--- config.mk ---
export PLATFORM = sky130hd
export DESIGN_NAME = partial_permutation_tree_counter
export DESIGN_NICKNAME = d
export VERILOG_FILES = /design/src/sv/pptc_pkg.sv /design/src/sv/pptc_ctrl.sv /design/src/sv/pptc_dp.sv /design/src/sv/partial_permutation_tree_counter.sv
export SDC_FILE = /design/constraint.sdc
export NUM_CORES = 1
export LEC_CHECK = 0
export BUFFER_PORTS_ARGS = -buffer_cell sky130_fd_sc_hd__buf_2
export CELL_PAD_IN_SITES_DETAIL_PLACEMENT = 0
export CELL_PAD_IN_SITES_GLOBAL_PLACEMENT = 1
export CORE_AREA = 2 2 243 245
export CTS_BUF_LIST = sky130_fd_sc_hd__clkbuf_2 sky130_fd_sc_hd__clkbuf_4 sky130_fd_sc_hd__clkbuf_8
export CTS_CLUSTER_DIAMETER = 200
export DETAILED_ROUTE_END_ITERATION = 16
export DIE_AREA = 0 0 245 247
export PLACE_DENSITY_LB_ADDON = 0.1
export SLEW_MARGIN = 20
export SYNTH_ARGS = -nofsm -noshare
export SYNTH_HDL_FRONTEND = slang
export SYNTH_SLANG_ARGS = --single-unit
--- constraint.sdc ---
create_clock -name i_clk -period 7.3 [get_ports i_clk]
set_input_delay 0.73 -clock i_clk [delete_from_list [all_inputs] [get_ports i_clk]]
set_output_delay 0.73 -clock i_clk [all_outputs]
set_load 0.005 [all_outputs]
--- src/sv/pptc_pkg.sv ---
// Shared types, constants and helpers for the partial permutation tree counter.
// No dependencies; imported by every module of the block.
package pptc_pkg;

    localparam int MAX_SET_SIZE = 32;
    localparam int SIZE_W       = 6;
    localparam int CNT_W        = 64;
    localparam int PROD_W       = CNT_W + SIZE_W;
    localparam int IN_TDATA_W   = 16;
    localparam int OUT_TDATA_W  = 2 * CNT_W;
    localparam int OUT_TUSER_W  = 1;

    typedef enum logic [1:0] {
        ST_IDLE,
        ST_MUL,
        ST_ADD,
        ST_DONE
    } t_state;

    typedef struct packed {
        logic load;
        logic bad;
        logic mul_en;
        logic add_en;
    } t_dp_ctl;

    typedef struct packed {
        logic last_step;
    } t_dp_sts;

    function automatic logic is_bad_request(input logic [SIZE_W-1:0] set_size,
                                            input logic [SIZE_W-1:0] pick_depth);
        logic r;
        r = (pick_depth == '0) || (pick_depth > set_size)
            || (set_size > SIZE_W'(MAX_SET_SIZE));
        return r;
    endfunction

endpackage

--- src/sv/pptc_ctrl.sv ---
// Sequencer for the partial permutation tree counter: job accept, step loop, result hold.
// Depends on pptc_pkg.
module pptc_ctrl
    import pptc_pkg::*;
(
    input  logic    i_clk,
    input  logic    i_rst_n,
    input  logic    i_in_valid,
    input  logic    i_bad,
    input  logic    i_out_ready,
    input  t_dp_sts i_sts,
    output t_dp_ctl o_ctl,
    output logic    o_in_ready,
    output logic    o_out_valid
);

    t_state r_state;
    t_state n_state;

    always_ff @(posedge i_clk) begin
        if (!i_rst_n) begin
            r_state <= ST_IDLE;
        end else begin
            r_state <= n_state;
        end
    end

    always_comb begin
        n_state = r_state;
        case (r_state)
            ST_IDLE: begin
                if (i_in_valid) begin
                    n_state = i_bad ? ST_DONE : ST_MUL;
                end
            end
            ST_MUL:  n_state = ST_ADD;
            ST_ADD: begin
                n_state = i_sts.last_step ? ST_DONE : ST_MUL;
            end
            ST_DONE: begin
                if (i_out_ready) begin
                    n_state = ST_IDLE;
                end
            end
            default: n_state = ST_IDLE;
        endcase
    end

    always_comb begin
        o_ctl       = '0;
        o_in_ready  = 1'b0;
        o_out_valid = 1'b0;
        case (r_state)
            ST_IDLE: begin
                o_in_ready = 1'b1;
                o_ctl.load = i_in_valid;
                o_ctl.bad  = i_bad;
            end
            ST_MUL:  o_ctl.mul_en = 1'b1;
            ST_ADD:  o_ctl.add_en = 1'b1;
            ST_DONE: o_out_valid  = 1'b1;
            default: o_ctl = '0;
        endcase
    end

endmodule

--- src/sv/pptc_dp.sv ---
// Shared multiply-accumulate unit: ways *= (m - k), nodes += ways, each level a multiply step then an accumulate step.
// Depends on pptc_pkg.
module pptc_dp
    import pptc_pkg::*;
(
    input  logic              i_clk,
    input  logic              i_rst_n,
    input  t_dp_ctl           i_ctl,
    input  logic [SIZE_W-1:0] i_set_size,
    input  logic [SIZE_W-1:0] i_pick_depth,
    output t_dp_sts           o_sts,
    output logic [CNT_W-1:0]  o_node_count,
    output logic [CNT_W-1:0]  o_leaf_count,
    output logic              o_bad_request
);

    logic [SIZE_W-1:0] r_m;
    logic [SIZE_W-1:0] r_d;
    logic [SIZE_W-1:0] r_k;
    logic [CNT_W-1:0]  r_ways;
    logic [CNT_W-1:0]  r_prod;
    logic [CNT_W-1:0]  r_node;
    logic              r_bad;
    logic [SIZE_W-1:0] w_factor;
    logic [PROD_W-1:0] w_prod;

    assign w_factor = r_m - r_k;
    assign w_prod   = PROD_W'(r_ways) * PROD_W'(w_factor);

    always_ff @(posedge i_clk) begin
        if (!i_rst_n) begin
            r_k    <= '0;
            r_ways <= '0;
            r_node <= '0;
            r_bad  <= 1'b0;
        end else if (i_ctl.load) begin
            r_k    <= '0;
            r_ways <= i_ctl.bad ? '0 : CNT_W'(1);
            r_node <= '0;
            r_bad  <= i_ctl.bad;
        end else if (i_ctl.add_en) begin
            r_k    <= r_k + SIZE_W'(1);
            r_ways <= r_prod;
            r_node <= r_node + r_prod;
        end
    end

    always_ff @(posedge i_clk) begin
        if (i_ctl.load) begin
            r_m <= i_set_size;
            r_d <= i_pick_depth;
        end
        if (i_ctl.mul_en) begin
            r_prod <= w_prod[CNT_W-1:0];
        end
    end

    assign o_sts.last_step = (r_k == r_d - SIZE_W'(1));
    assign o_node_count    = r_node;
    assign o_leaf_count    = r_ways;
    assign o_bad_request   = r_bad;

endmodule

--- src/sv/partial_permutation_tree_counter.sv ---
// Top level of the partial permutation tree counter: stream ports, sequencer, MAC datapath.
// Depends on pptc_pkg, pptc_ctrl and pptc_dp.
//
//   channel  direction  word contents (lowest bit first)
//   s_axis   in         tdata: set_size[5:0], pick_depth[11:6], zero pad to 16
//   m_axis   out        tdata: node_count[63:0], leaf_count[127:64]; tuser: bad_request
//
// A valid job runs from acceptance until its word is shown through a multiply step and
// an accumulate step per level on the shared 64x6 MAC.
// A refused job shows its word in the cycle after acceptance.
// s_axis_tready is high only while idle; the result word holds until taken.
// Reset is synchronous, active low, and returns the block to idle.
module partial_permutation_tree_counter
    import pptc_pkg::*;
(
    input  logic                   i_clk,
    input  logic                   i_rst_n,
    input  logic                   s_axis_tvalid,
    output logic                   s_axis_tready,
    input  logic [IN_TDATA_W-1:0]  s_axis_tdata,   // set_size[5:0], pick_depth[11:6]
    output logic                   m_axis_tvalid,
    input  logic                   m_axis_tready,
    output logic [OUT_TDATA_W-1:0] m_axis_tdata,   // node_count[63:0], leaf_count[127:64]
    output logic [OUT_TUSER_W-1:0] m_axis_tuser    // bad_request[0]
);

    t_dp_ctl           w_ctl;
    t_dp_sts           w_sts;
    logic [SIZE_W-1:0] w_set_size;
    logic [SIZE_W-1:0] w_pick_depth;
    logic              w_bad;
    logic [CNT_W-1:0]  w_node_count;
    logic [CNT_W-1:0]  w_leaf_count;
    logic              w_bad_request;

    assign w_set_size   = s_axis_tdata[SIZE_W-1:0];
    assign w_pick_depth = s_axis_tdata[2*SIZE_W-1:SIZE_W];
    assign w_bad        = is_bad_request(w_set_size, w_pick_depth);

    pptc_ctrl u_ctrl (
        .i_clk       (i_clk),
        .i_rst_n     (i_rst_n),
        .i_in_valid  (s_axis_tvalid),
        .i_bad       (w_bad),
        .i_out_ready (m_axis_tready),
        .i_sts       (w_sts),
        .o_ctl       (w_ctl),
        .o_in_ready  (s_axis_tready),
        .o_out_valid (m_axis_tvalid)
    );

    pptc_dp u_dp (
        .i_clk         (i_clk),
        .i_rst_n       (i_rst_n),
        .i_ctl         (w_ctl),
        .i_set_size    (w_set_size),
        .i_pick_depth  (w_pick_depth),
        .o_sts         (w_sts),
        .o_node_count  (w_node_count),
        .o_leaf_count  (w_leaf_count),
        .o_bad_request (w_bad_request)
    );

    assign m_axis_tdata = {w_leaf_count, w_node_count};
    assign m_axis_tuser = OUT_TUSER_W'(w_bad_request);

`ifndef SYNTHESIS
    a_one_side: assert property (@(posedge i_clk) disable iff (!i_rst_n)
        !(s_axis_tready && m_axis_tvalid))
        else $error("input ready while a result is pending");

    a_bad_zero: assert property (@(posedge i_clk) disable iff (!i_rst_n)
        (m_axis_tvalid && m_axis_tuser[0]) |-> (m_axis_tdata == '0))
        else $error("refused job with nonzero counts");

    a_bad_fast: assert property (@(posedge i_clk) disable iff (!i_rst_n)
        (s_axis_tvalid && s_axis_tready && w_bad) |=> (m_axis_tvalid && m_axis_tuser[0]))
        else $error("refused job not answered next cycle");

    a_good_flag: assert property (@(posedge i_clk) disable iff (!i_rst_n)
        (s_axis_tvalid && s_axis_tready && !w_bad) |=> !m_axis_tuser[0])
        else $error("valid job flagged as refused");

    a_back_idle: assert property (@(posedge i_clk) disable iff (!i_rst_n)
        (m_axis_tvalid && m_axis_tready) |=> (s_axis_tready && !m_axis_tvalid))
        else $error("not idle after result taken");
`endif

endmodule

* After elaboration in Yosys (flattened, before gate mapping) *
Index checks and enable logic that the tools add are counted.

cells by class
  multiplexer cells = 13
  bitwise operators = 1
  order comparisons = 2
  reduce and logical (&&, ||, !) cells = 7
  equality and inequality tests = 6
  add/subtract/negate cells = 4
  multiply operators = 1

operators with widths
  cell                   count
  $mux W64               2
  $add A64 B64 Y64       1
  $mul A64 B6 Y64        1
  $mux W2                5
  $pmux W2 S4            1
  $add A6 B1 Y6 const B  1
  $eq A6 B6 Y1           1
  $gt A6 B6 Y1           1
  $gt A6 B6 Y1 const B   1
  $logic_not A6 Y1       1
  $sub A6 B1 Y6 const B  1
  $sub A6 B6 Y6          1
  $mux W1                5
  $eq A2 B2 Y1 const B   2
  $ne A2 B2 Y1 const B   2
  $eq A2 B1 Y1 const B   1
  $logic_not A2 Y1       1
  $logic_or A1 B1 Y1     2
  $reduce_and A2 Y1      1
  $reduce_bool A2 Y1     1
  $reduce_or A2 Y1       1
  $not A1 Y1             1

storage, ports and cells
  output and inout bits = 131
  bits of input ports = 20
  register bits = 213
  logic and storage cells = 42

* Longest topological paths before layout *
Gate-level depths: netlist (run 1).

  depth after elaboration = 6
  gate-level depth with buffers = 28
  gate-level depth less buffers = 25

* Modules after synthesis *
A second synthesis (run 1) with hierarchy kept.

unflattened totals
  cell total of the unflattened synthesis = 2598
  area total of the unflattened synthesis = 22983.3 um2

by module, submodules not included
  module                            area an instance (um2)  instances  cells an instance  sequential area each (um2)
  pptc_dp                           22683.0                 1          2557               4984.8
  partial_permutation_tree_counter  176.4                   1          25                 0.0
  pptc_ctrl                         123.9                   1          16                 40.0

* Least setup slack after synthesis (run 1) *
No wires, ideal clock.

  path type = register -> register
  from = reg u_dp.r_k[1]
  to = reg u_dp.r_prod[63], data pin
  library setup time = 265 ps
  buffers on the path = 2
  arrival time = 5673 ps
  path slack = 1362 ps
  data required time = 7035 ps
  stages on the path, launching flop included = 27
  clock period less this slack = 5938 ps
  path through = dfxtp_1 > inv_1 > ha_1 > a21o_1 > a21oi_1 > o21bai_1 > a21oi_1 > xnor2_1 > clkbuf_1 > clkbuf_1 > and2_1 > fa_1 > inv_1 > fa_1 > inv_1 > fa_1 > ha_1 > and4_1 > a41oi_2 > o21ai_2 > or4b_1 > a21oi_2 > o21a_2 > nor4_1 > nor4_1 > a311oi_1 > xnor2_1

on the way
  cells in the longest elaborated chain, start to end = 2

ends and longest elaborated chain
  what                    RTL line       source
  start, declared         pptc_dp.sv:19  logic [SIZE_W-1:0] r_k;
  start signal, assigned  pptc_dp.sv:42  r_k <= r_k + SIZE_W'(1);
  $sub A6 B6 Y6           pptc_dp.sv:27  assign w_factor = r_m - r_k;
  $mul A64 B6 Y64         pptc_dp.sv:28  assign w_prod = PROD_W'(r_ways) * PROD_W'(w_factor);
  net u_dp.w_prod[63]     pptc_dp.sv:25  logic [PROD_W-1:0] w_prod;
  end signal, assigned    pptc_dp.sv:54  r_prod <= w_prod[CNT_W-1:0];
  end, declared           pptc_dp.sv:21  logic [CNT_W-1:0] r_prod;

The timed path passes the listed nets, and every way through them passes these cells.
A chain may end at the register's enable or synchronous reset.

* Worst setup path in the final report (run 1) *
Same ends and word-level chain as after synthesis.

==> flow_metrics.env, run 1 <==
export IMPL_status="finished clean"
export IMPL_final_common_cell="nand2_1"
export IMPL_setup_violations_final=0
export IMPL_final_cells=3620
export IMPL_post_route_cell_area_sq_um=25400
export IMPL_synthCells=2713
export IMPL_async_reset_ff_share_pct=0
export IMPL_fp_dieH_microns=247
export IMPL_leakagePower_nw=10.8
export IMPL_drv_cap=0
export IMPL_avgSynthCellArea_sq_um=8.45
export IMPL_synth_warnings=0
export IMPL_hold_buffers=0
export IMPL_yosysSeqAreaShare_pct=21.9
export IMPL_grt_pass1_wl_microns=111000
export IMPL_ctsLongestPathBuffers=3
export IMPL_antenna_left=0
export IMPL_cts_tree="built"
export IMPL_grt_pass1_vias=20000
export IMPL_r2r_start="u_dp.r_k[1]"
export IMPL_regArea_sq_um=5020
export IMPL_path_clk_slew_ns=0.06
export IMPL_utilization_pct=43.6
export IMPL_finalSetupTns_ns=0
export IMPL_cp_end_kind="flop"
export IMPL_routed_wl_microns=68200
export IMPL_grt_start_max_net_pins=87
export IMPL_io_pin_count=151
export IMPL_synthFlopType="dfxtp_1"
export IMPL_die_area_sq_um=60500
export IMPL_cts_htree_levels=2
export IMPL_multiInputGateArea_sq_um=16400
export IMPL_synth_nets=3114
export IMPL_synth_top_area_share_pct=20.9
export IMPL_num_nets_final=3214
export IMPL_rows=89
export IMPL_final_cell_mix="391 x nand2_1, 290 x inv_1, 249 x a21oi_1, 238 x fa_1, 174 x and2_1"
export IMPL_crit_arrival_ns=7.23
export IMPL_tightest_slew_ns=1.08
export IMPL_start_util_pct=39.4
export IMPL_cts_made_buffers=43
export IMPL_nFillCells=5917
export IMPL_dieWidth_microns=245
export IMPL_numPortBuffers=146
export IMPL_grt_setup_unrepaired="false"
export IMPL_layout_area_overhead_vs_synth_pct=10.6
export IMPL_hold_path_startpoint="s_axis_tdata[2]"
export IMPL_fin_crit_ns=6.88
export IMPL_grt_antenna_before_repair=0
export IMPL_dpl_cell_area_sq_um=24500
export IMPL_cts_sinks=213
export IMPL_synth_edf_count=76
export IMPL_num_vias=19400
export IMPL_hold_class="in2reg"
export IMPL_ys_seq_elements=213
export IMPL_drive_above_1_share_pct=10.9
export IMPL_synth_distinct_cells=84
export IMPL_syn_area_sq_um=22900
export IMPL_drt_iter0_markers=1083
export IMPL_pwr_density_cell_nw_per_um2=167
export IMPL_dpl_hpwl_microns=52100
export IMPL_yosys_top_cells_area="fa_1 21%, dfxtp_1 12%, edfxtp_1 9.9%, ha_1 7.7%, nand2_1 6.4%"
export IMPL_place_congestion=0.881
export IMPL_n_antenna_cell=0
export IMPL_grtUsageTotal_pct=23.0
export IMPL_drc=0
export IMPL_clk_latency_ns=0.62
export IMPL_dp_cells=3541
export IMPL_fin_crit_sh_pct=94.2
export IMPL_root_buffer="clkbuf_8"
export IMPL_yosys_area_top_type="fa_1"
export IMPL_core_sq_um=58200
export IMPL_vdd_drop_max_uv=97.7
export IMPL_grt_overflow=0
export IMPL_cp_max_fo=30
export IMPL_worstSetupStartpointType="flop"
export IMPL_fmax_mhz=145
export IMPL_avgRoutedWirePerCell_microns=18.8
export IMPL_critPathKind="reg2reg"
export IMPL_vias_per_cell=5.35
export IMPL_slew_viol_final=0
export IMPL_relSlewSlack_pct=28.1
export IMPL_reg2reg_slack_ns=0.42
export IMPL_hold_viol_final=0
export IMPL_startpoint="u_dp.r_k[1]"
export IMPL_fin_skew_ns=0.0392
export IMPL_dr_pass1_iters=7
export IMPL_required_ns=7.65
export IMPL_post_cts_buffers=0
[kinds of logic (layout without fill, tap and decap cells)]
logic type      Yosys count  in the layout  share of synthesized area [%]
simple gates            959            959                           20.3
mux                       4              4                          0.175
flops                   213            213                           21.9
buf+inv                 422            556                           7.07
compound gates          595            595                           16.6
fa+ha+maj               381            381                           28.6
xor+xnor                139            139                           5.31
[sequential cells by signal (all words and copies together), names as in the netlist]
name,cells
u_dp.o_leaf_count,64
u_dp.o_bad_request,1
u_ctrl.r_state,2
u_dp.r_d,6
u_dp.o_node_count,64
u_dp.r_k,6
u_dp.r_m,6
u_dp.r_prod,64
[layer usage]
metal	GRT usage, %	wire length (microns)	vias up	part of all wire, %
met5	0	0	-	0
met1	32.6	33000	9727	48
li1	-	-	9227	-
met2	37.8	31700	326	46
met4	5.31	1180	0	1.7
met3	2.20	2310	74	3.4
[area by class of cell]
class,instances,area share (%)
Clock inverter,21,0.503
Multi-Input combinational cell,2078,64.6
Timing Repair Buffer,186,4.13
Tap cell,773,3.81
Clock buffer,58,2.85
Inverter,291,4.31
Sequential cell,213,19.8
[stage by stage]
step	setup WS [ns]	hold slack (ns)	power, mW
2_1_floorplan	1.36	0.459	2.53
3_3_place_gp	0.371	0.460	2.99
3_5_place_dp	0.348	0.466	3.00
4_1_cts	0.307	0.263	4.29
5_1_grt	0.00943	0.295	4.53
6_report	0.421	0.321	4.23
[worst max-delay path: stages (launching register included)]
cell      delay, ns
dfxtp_1        0.41
inv_1          0.11
ha_1           0.31
a21o_1         0.18
a21oi_1        0.29
o21bai_1       0.10
a21oi_1        0.23
xnor2_2        0.13
buf_4          0.35
and2_1         0.20
fa_1           0.40
inv_1          0.07
fa_1           0.42
fa_1           0.49
inv_1          0.04
ha_1           0.36
and4_1         0.28
a41oi_2        0.21
o21ai_2        0.12
or4b_1         0.55
a21oi_4        0.27
o21a_2         0.24
nor4_1         0.07
buf_4          0.15
nor4_1         0.33
a311oi_1       0.11
xnor2_1        0.15
[what timing repair did]
action	CTS	global route
hold endpoints to repair	0	0
resized for setup	0	3
endpoints found under the setup margin	0	3
[synthesized netlist by cell type, types with 4 or more instances]
cell and instances:
buf_2 11, a31oi_1 13, nand2_1 394, fa_1 239
o21ai_1 16, a22oi_1 4, nand2b_1 72, buf_1 6
nor2b_1 18, xor2_1 37, o22ai_1 7, a21oi_2 4
and2_1 174, ha_1 142, a21o_1 82, and4_1 4
nand3_1 97, o2111ai_1 4, clkbuf_1 109, or3_1 6
xnor2_1 102, o21bai_1 27, dfxtp_1 137, o21ai_2 6
inv_1 291, a21oi_1 249, edfxtp_1 76, nand4_1 36
o211ai_1 6, mux2i_1 4, and3_1 16, o31ai_1 7
o21a_1 16, nor2_1 102, nor3_1 20, a211oi_1 17
o21ai_0 85
[where the power goes]
part | leakage, nW | switching, mW | internal [mW] | total (mW)
clock network | 0.448 | 0.574 | 0.680 | 1.25
registers | 1.84 | 0.127 | 1.36 | 1.49
logic | 8.54 | 0.935 | 0.555 | 1.49
total | 10.8 | 1.64 | 2.59 | 4.23
[path summary, 6_finish.rpt]
| path | depth (start not counted) | to |
|---|---|---|
| hold / removal | 1 | u_dp.r_m[2] |
| setup / recovery | 26 | u_dp.r_prod[63] |
| hold reg to reg | 2 | u_dp.o_node_count[2] |
| setup reg to reg | 26 | u_dp.r_prod[63] |
Power figures use the tool's default switching activity.
==> run 2, diff against run 1 <==
--- a/config.mk
+++ b/config.mk
@@ -8,11 +8,11 @@
 export BUFFER_PORTS_ARGS = -buffer_cell sky130_fd_sc_hd__buf_2
 export CELL_PAD_IN_SITES_DETAIL_PLACEMENT = 0
 export CELL_PAD_IN_SITES_GLOBAL_PLACEMENT = 1
-export CORE_AREA = 2 2 243 245
+export CORE_AREA = 4 4 245 247
 export CTS_BUF_LIST = sky130_fd_sc_hd__clkbuf_2 sky130_fd_sc_hd__clkbuf_4 sky130_fd_sc_hd__clkbuf_8
 export CTS_CLUSTER_DIAMETER = 200
 export DETAILED_ROUTE_END_ITERATION = 16
-export DIE_AREA = 0 0 245 247
+export DIE_AREA = 0 0 249 251
 export PLACE_DENSITY_LB_ADDON = 0.1
 export SLEW_MARGIN = 20
 export SYNTH_ARGS = -nofsm -noshare
==> constraint.sdc (replaced) <==
create_clock -name i_clk -period 7.3 [get_ports i_clk]
set_input_delay 1.825 -clock i_clk [delete_from_list [all_inputs] [get_ports i_clk]]
set_output_delay 1.825 -clock i_clk [all_outputs]
set_load 0.005 [all_outputs]
==> run 2 against run 1 <==
Compared with the run above:
- maximum frequency shrank 0.83%
- non-clock buffer count shrank 4
- worst hold slack gained 0.15 ns
- critical path depth shrank 1
- core utilization grew 0.62 points
- clock skew shrank 0.0095 ns
- wire length is essentially flat
- worst setup slack lost 0.058 ns
- sequential power is essentially flat
- first-iteration DRC count grew 1.5%
- die area grew 3.3%
- via count is essentially flat
- critical path type unchanged
==> flow_metrics.env, run 2 (synthesized netlist as in run 1, its figures left out) <==
export IMPL_status="finished clean"
export IMPL_hold_path_startpoint="u_dp.o_node_count[62]"
export IMPL_dr_pass1_iters=5
export IMPL_vdd_drop_max_uv=104
export IMPL_final_common_cell="nand2_1"
export IMPL_setup_ws_ns=0.364
export IMPL_leakagePower_nw=10.9
export IMPL_nFillCells=5826
export IMPL_cp_end_kind="flop"
export IMPL_r2r_start="u_dp.r_k[2]"
export IMPL_io_pin_count=151
export IMPL_root_buffer="clkbuf_8"
export IMPL_hold_buffers=0
export IMPL_fmax_mhz=144
export IMPL_crit_arrival_ns=7.34
export IMPL_place_congestion=0.871
export IMPL_relSlewSlack_pct=35.6
export IMPL_grt_pass1_wl_microns=111000
export IMPL_num_vias=19400
export IMPL_ctsLongestPathBuffers=3
export IMPL_hold_worst_slack_ns=0.469
export IMPL_start_util_pct=39.8
export IMPL_worstSetupStartpointType="flop"
export IMPL_dieWidth_microns=249
export IMPL_post_cts_buffers=0
export IMPL_rows=88
export IMPL_cts_tree="built"
export IMPL_drv_cap=0
export IMPL_pwr_share_clk_pct=32.6
export IMPL_fin_skew_ns=0.0298
export IMPL_setup_violations_final=0
export IMPL_p_seq_share_pct=33.7
export IMPL_drive_above_1_share_pct=10.9
export IMPL_hold_viol_final=0
export IMPL_cts_made_buffers=43
export IMPL_routed_wl_microns=68200
export IMPL_cpPeakStageDelay_ns=0.59
export IMPL_final_cell_mix="391 x nand2_1, 290 x inv_1, 249 x a21oi_1, 238 x fa_1, 174 x and2_1"
export IMPL_avgRoutedWirePerCell_microns=18.9
export IMPL_dpl_hpwl_microns=52900
export IMPL_grtUsageTotal_pct=21.7
export IMPL_drc=0
export IMPL_dp_cells=3529
export IMPL_drt_iter0_markers=1099
export IMPL_die_area_sq_um=62500
export IMPL_finalSetupTns_ns=0
export IMPL_cts_htree_levels=2
export IMPL_tightest_slew_ns=0.966
export IMPL_grt_pass1_vias=19900
export IMPL_grt_antenna_before_repair=0
export IMPL_critPathKind="reg2reg"
export IMPL_n_antenna_cell=0
export IMPL_hold_class="reg2reg"
export IMPL_final_cells=3608
export IMPL_numPortBuffers=146
export IMPL_p_int_mw=2.76
export IMPL_grt_setup_unrepaired="false"
export IMPL_clk_latency_ns=0.61
export IMPL_slew_viol_final=0
export IMPL_pwr_density_cell_nw_per_um2=173
export IMPL_p_sw_mw=1.64
export IMPL_grt_overflow=0
export IMPL_path_clk_slew_ns=0.06
export IMPL_cp_max_fo=20
export IMPL_startpoint="u_dp.r_k[2]"
export IMPL_required_ns=7.71
export IMPL_dp_slack_ns=0.381
export IMPL_multiInputGateArea_sq_um=16400
export IMPL_vias_per_cell=5.36
export IMPL_p_comb_share_pct=33.8
export IMPL_cts_sinks=213
export IMPL_cp_top_family="adder cells"
export IMPL_antenna_left=0
export IMPL_regArea_sq_um=5020
export IMPL_fp_dieH_microns=251
export IMPL_grt_start_max_net_pins=79
export IMPL_slowest_stage="xnor2_2"
export IMPL_num_nets_final=3210
export IMPL_fin_crit_ns=6.94
export IMPL_core_sq_um=57600
export IMPL_critical_path_buf_inv_count=5
export IMPL_layout_area_overhead_vs_synth_pct=10.9
export IMPL_sw_frac_of_total_pct=37.3
export IMPL_fin_crit_sh_pct=95.0
run 2: cell count changes in the layout (fill, tap and decap cells not counted):
cell and delta:
clkbuf_8 +1, buf_12 -1, bufinv_16 +5, clkinv_1 -3
clkinv_2 +3, clkinvlp_4 -3, o21ai_0 -1, buf_4 -3
o21ai_1 +1, clkbuf_4 -3
run 2: layout make-up:
type / instances / share of cell area [%]
inverters: 291 / 4.29
repair buffers: 182 / 3.95
clock inverters: 23 / 1.02
multi-input cells: 2078 / 64.4
well taps: 765 / 3.76
clock buffers: 56 / 2.81
flip-flops and latches: 213 / 19.8
run 2: repair_timing:
item                       4_1_cts  5_1_grt
setup endpoints to repair        0        6
gates resized for setup          0        4
hold endpoints to repair         0        0
run 2: path summary, 6_finish.rpt:
| check | to | slack [ns] | cells past startpoint |
|---|---|---|---|
| hold / removal | u_dp.o_node_count[62] | 0.47 | 2 |
| setup reg to reg | u_dp.r_prod[61] | 0.36 | 25 |
| hold reg to reg | u_dp.o_node_count[62] | 0.47 | 2 |
| setup / recovery | u_dp.r_prod[61] | 0.36 | 25 |
run 2: metal layers:
layer	track usage, %	share of wire [%]	routed length, microns	vias up
met3	2.27	3.6	2440	80
met2	35.7	46	31200	359
li1	-	-	-	9213
met5	0	0	0	-
met1	31.0	49	33300	9703
met4	4.95	1.9	1320	0
run 2: power groups by stage:
stage	Combinational [mW]	Sequential [mW]	Clock, mW
finish	1.49	1.48	1.44
global route	1.68	1.50	1.52
CTS	1.50	1.48	1.48
detailed placement	1.48	1.51	0
global placement	1.47	1.51	0
floorplan	1.07	1.45	0
run 2: worst min-delay path, stage by stage (launching register included):
cell     delay (ns)
dfxtp_1        0.32
nand2_1        0.06
o21ai_1        0.05
run 2: stage by stage:
| stage | util (%) | cell area (sq um) | power, mW |
|---|---|---|---|
| floorplan | - | 22900 | 2.53 |
| global placement | 42.4 | 24400 | 2.98 |
| detailed placement | 42.4 | 24400 | 2.99 |
| CTS | 44.1 | 25400 | 4.46 |
| global route | 44.2 | 25400 | 4.70 |
| finish | 44.2 | 25400 | 4.40 |
==> run 3, diff against run 2 <==
--- a/config.mk
+++ b/config.mk
@@ -8,11 +8,11 @@
 export BUFFER_PORTS_ARGS = -buffer_cell sky130_fd_sc_hd__buf_2
 export CELL_PAD_IN_SITES_DETAIL_PLACEMENT = 0
 export CELL_PAD_IN_SITES_GLOBAL_PLACEMENT = 1
-export CORE_AREA = 4 4 245 247
+export CORE_AREA = 4 4 222 224
 export CTS_BUF_LIST = sky130_fd_sc_hd__clkbuf_2 sky130_fd_sc_hd__clkbuf_4 sky130_fd_sc_hd__clkbuf_8
 export CTS_CLUSTER_DIAMETER = 200
 export DETAILED_ROUTE_END_ITERATION = 16
-export DIE_AREA = 0 0 249 251
+export DIE_AREA = 0 0 226 228
 export PLACE_DENSITY_LB_ADDON = 0.1
 export SLEW_MARGIN = 20
 export SYNTH_ARGS = -nofsm -noshare
==> constraint.sdc (replaced) <==
create_clock -name i_clk -period 7.3 [get_ports i_clk]
set_input_delay 0 -clock i_clk [delete_from_list [all_inputs] [get_ports i_clk]]
set_output_delay 0 -clock i_clk [all_outputs]
set_load 0.005 [all_outputs]
==> run 3 against run 2 <==
Compared with the run above:
- critical path depth unchanged
- worst hold slack got worse by 0.26 ns
- wire length decreased by 4.8%
- global-route usage increased by 3.5 points
- combinational power about the same
- via count increased by 0.28%
- highest routed layer unchanged
- largest power group is now sequential cells
==> flow_metrics.env, run 3 (synthesized netlist as in run 1, its figures left out) <==
export IMPL_numPortBuffers=146
export IMPL_min_path_cells=2
export IMPL_drt_iter0_markers=1262
export IMPL_grt_pass1_vias=19900
export IMPL_min_to="u_dp.r_m[4]"
export IMPL_final_common_cell="nand2_1"
export IMPL_slew_viol_final=0
export IMPL_fp_dieH_microns=228
export IMPL_routed_wl_microns=64900
export IMPL_num_vias=19400
export IMPL_worstSetupStartpointType="flop"
export IMPL_cts_htree_levels=2
export IMPL_grt_overflow=0
export IMPL_cts_sinks=213
export IMPL_setup_ws_ns=0.362
export IMPL_dp_slack_ns=0.347
export IMPL_hold_worst_slack_ns=0.205
export IMPL_vdd_drop_max_uv=102
export IMPL_grt_antenna_before_repair=0
export IMPL_layout_area_overhead_vs_synth_pct=10.0
export IMPL_vias_per_cell=5.60
export IMPL_setup_violations_final=0
export IMPL_start_util_pct=48.4
export IMPL_grt_start_max_net_pins=77
export IMPL_cts_made_buffers=42
export IMPL_cp_end_kind="flop"
export IMPL_r2r_end="u_dp.r_prod[63]"
export IMPL_drv_cap=0
export IMPL_io_pin_count=151
export IMPL_core_sq_um=47300
export IMPL_fin_skew_ns=0.0335
export IMPL_total_power_mw=4.18
export IMPL_antenna_left=0
export IMPL_crit_arrival_ns=7.23
export IMPL_place_congestion=0.902
export IMPL_avgRoutedWirePerCell_microns=18.7
export IMPL_pwr_density_cell_nw_per_um2=166
export IMPL_root_buffer="clkbuf_8"
export IMPL_drc=0
export IMPL_hold_class="in2reg"
export IMPL_grt_pass1_wl_microns=107000
export IMPL_die_area_sq_um=51500
export IMPL_grtUsageTotal_pct=25.2
export IMPL_num_nets_final=3217
export IMPL_fmax_mhz=144
export IMPL_nFillCells=4573
export IMPL_path_clk_slew_ns=0.06
export IMPL_critPathKind="reg2reg"
export IMPL_grt_setup_unrepaired="false"
export IMPL_leakagePower_nw=10.8
export IMPL_reg2reg_slack_ns=0.36
export IMPL_required_ns=7.59
export IMPL_dpl_hpwl_microns=50200
export IMPL_r2r_start="u_dp.r_k[1]"
export IMPL_relSlewSlack_pct=30.0
export IMPL_hold_path_startpoint="s_axis_tdata[4]"
export IMPL_dr_pass1_iters=5
export IMPL_rows=80
export IMPL_drive_above_1_share_pct=10.4
export IMPL_clk_latency_ns=0.57
export IMPL_hold_viol_final=0
export IMPL_dpl_cell_area_sq_um=24200
export IMPL_fin_crit_ns=6.94
export IMPL_post_route_cell_area_sq_um=25200
export IMPL_post_cts_buffers=0
export IMPL_cp_max_fo=20
export IMPL_finalSetupTns_ns=0
export IMPL_ctsLongestPathBuffers=3
export IMPL_tightest_slew_ns=1.05
export IMPL_final_cell_mix="391 x nand2_1, 290 x inv_1, 249 x a21oi_1, 238 x fa_1, 174 x and2_1"
export IMPL_dieWidth_microns=226
export IMPL_cts_tree="built"
export IMPL_r2r_cells=25
export IMPL_status="finished clean"
export IMPL_fin_crit_sh_pct=95.0
-- run 3: cell count changes in the layout (fill, tap and decap cells not counted), moves of 4 or more --
cell,delta
buf_4,-9
bufinv_16,-5
clkbuf_4,+4
clkinv_1,+4
clkinv_2,-6
dlygate4sd3_1,+16
-- run 3: layout make-up --
type	instances	area, sq um	share of cell area, %
Multi-Input combinational cell	2078	16400	65.0
Sequential cell	213	5020	19.9
Timing Repair Buffer	190	1120	4.43
Inverter	291	1090	4.33
Tap cell	615	769	3.05
Clock buffer	58	717	2.84
Clock inverter	19	118	0.466
Antenna cell	1	2.50	0.00992
-- run 3: repair_timing --
| item | in CTS | in global routing |
|---|---|---|
| resized for setup | 0 | 5 |
| endpoints found under the setup margin | 0 | 2 |
| hold endpoints to repair | 15 | 0 |
| hold buffers | 16 | 0 |
-- run 3: worst max path at each step --
stage,startpoint,to,slack (ns),cells past startpoint
finish,u_dp.r_k[1],u_dp.r_prod[63],0.36,25
global route,u_dp.r_k[1],u_dp.r_prod[61],0.01,26
CTS,u_dp.r_k[2],u_dp.r_prod[63],0.29,24
detailed placement,u_dp.r_k[2],u_dp.r_prod[60],0.35,24
global placement,u_dp.r_k[2],u_dp.r_prod[63],0.48,24
floorplan,u_dp.r_k[1],u_dp.r_prod[63],1.36,26
-- run 3: where the power goes --
| group | internal [mW] | total [mW] | switching (mW) |
|---|---|---|---|
| Sequential | 1.36 | 1.48 | 0.122 |
| Combinational | 0.553 | 1.48 | 0.925 |
| Clock | 0.674 | 1.22 | 0.549 |
-- run 3: critical path, stage by stage (launching register included) --
cell,delay (ns)
dfxtp_1,0.41
inv_1,0.12
ha_1,0.30
a21o_1,0.18
a21oi_1,0.27
o21bai_1,0.11
a21oi_1,0.35
xnor2_4,0.26
buf_4,0.32
and2_1,0.18
fa_1,0.42
inv_1,0.08
fa_1,0.42
fa_1,0.49
inv_1,0.04
ha_1,0.39
o21ai_0,0.23
nor2_1,0.14
or4b_1,0.59
a21oi_4,0.28
o21a_2,0.25
nor4_1,0.07
buf_4,0.15
nor4_1,0.33
a311oi_1,0.11
xnor2_1,0.14
-- run 3: through the flow --
stage                     utilization, %  std cells
after global placement              51.1       3371
after CTS                           53.2       3464
after floorplan                        -       2713
final                               53.3       3465
after detailed placement            51.1       3371
after global routing                53.3       3464
-- run 3: per-layer routing --
layer	vias to the layer above	wire length, microns	global-route usage (%)
met2	467	30100	40.7
met4	0	1380	5.95
met1	9620	30300	35.9
met3	92	3180	3.83
met5	-	0	0
li1	9230	-	-
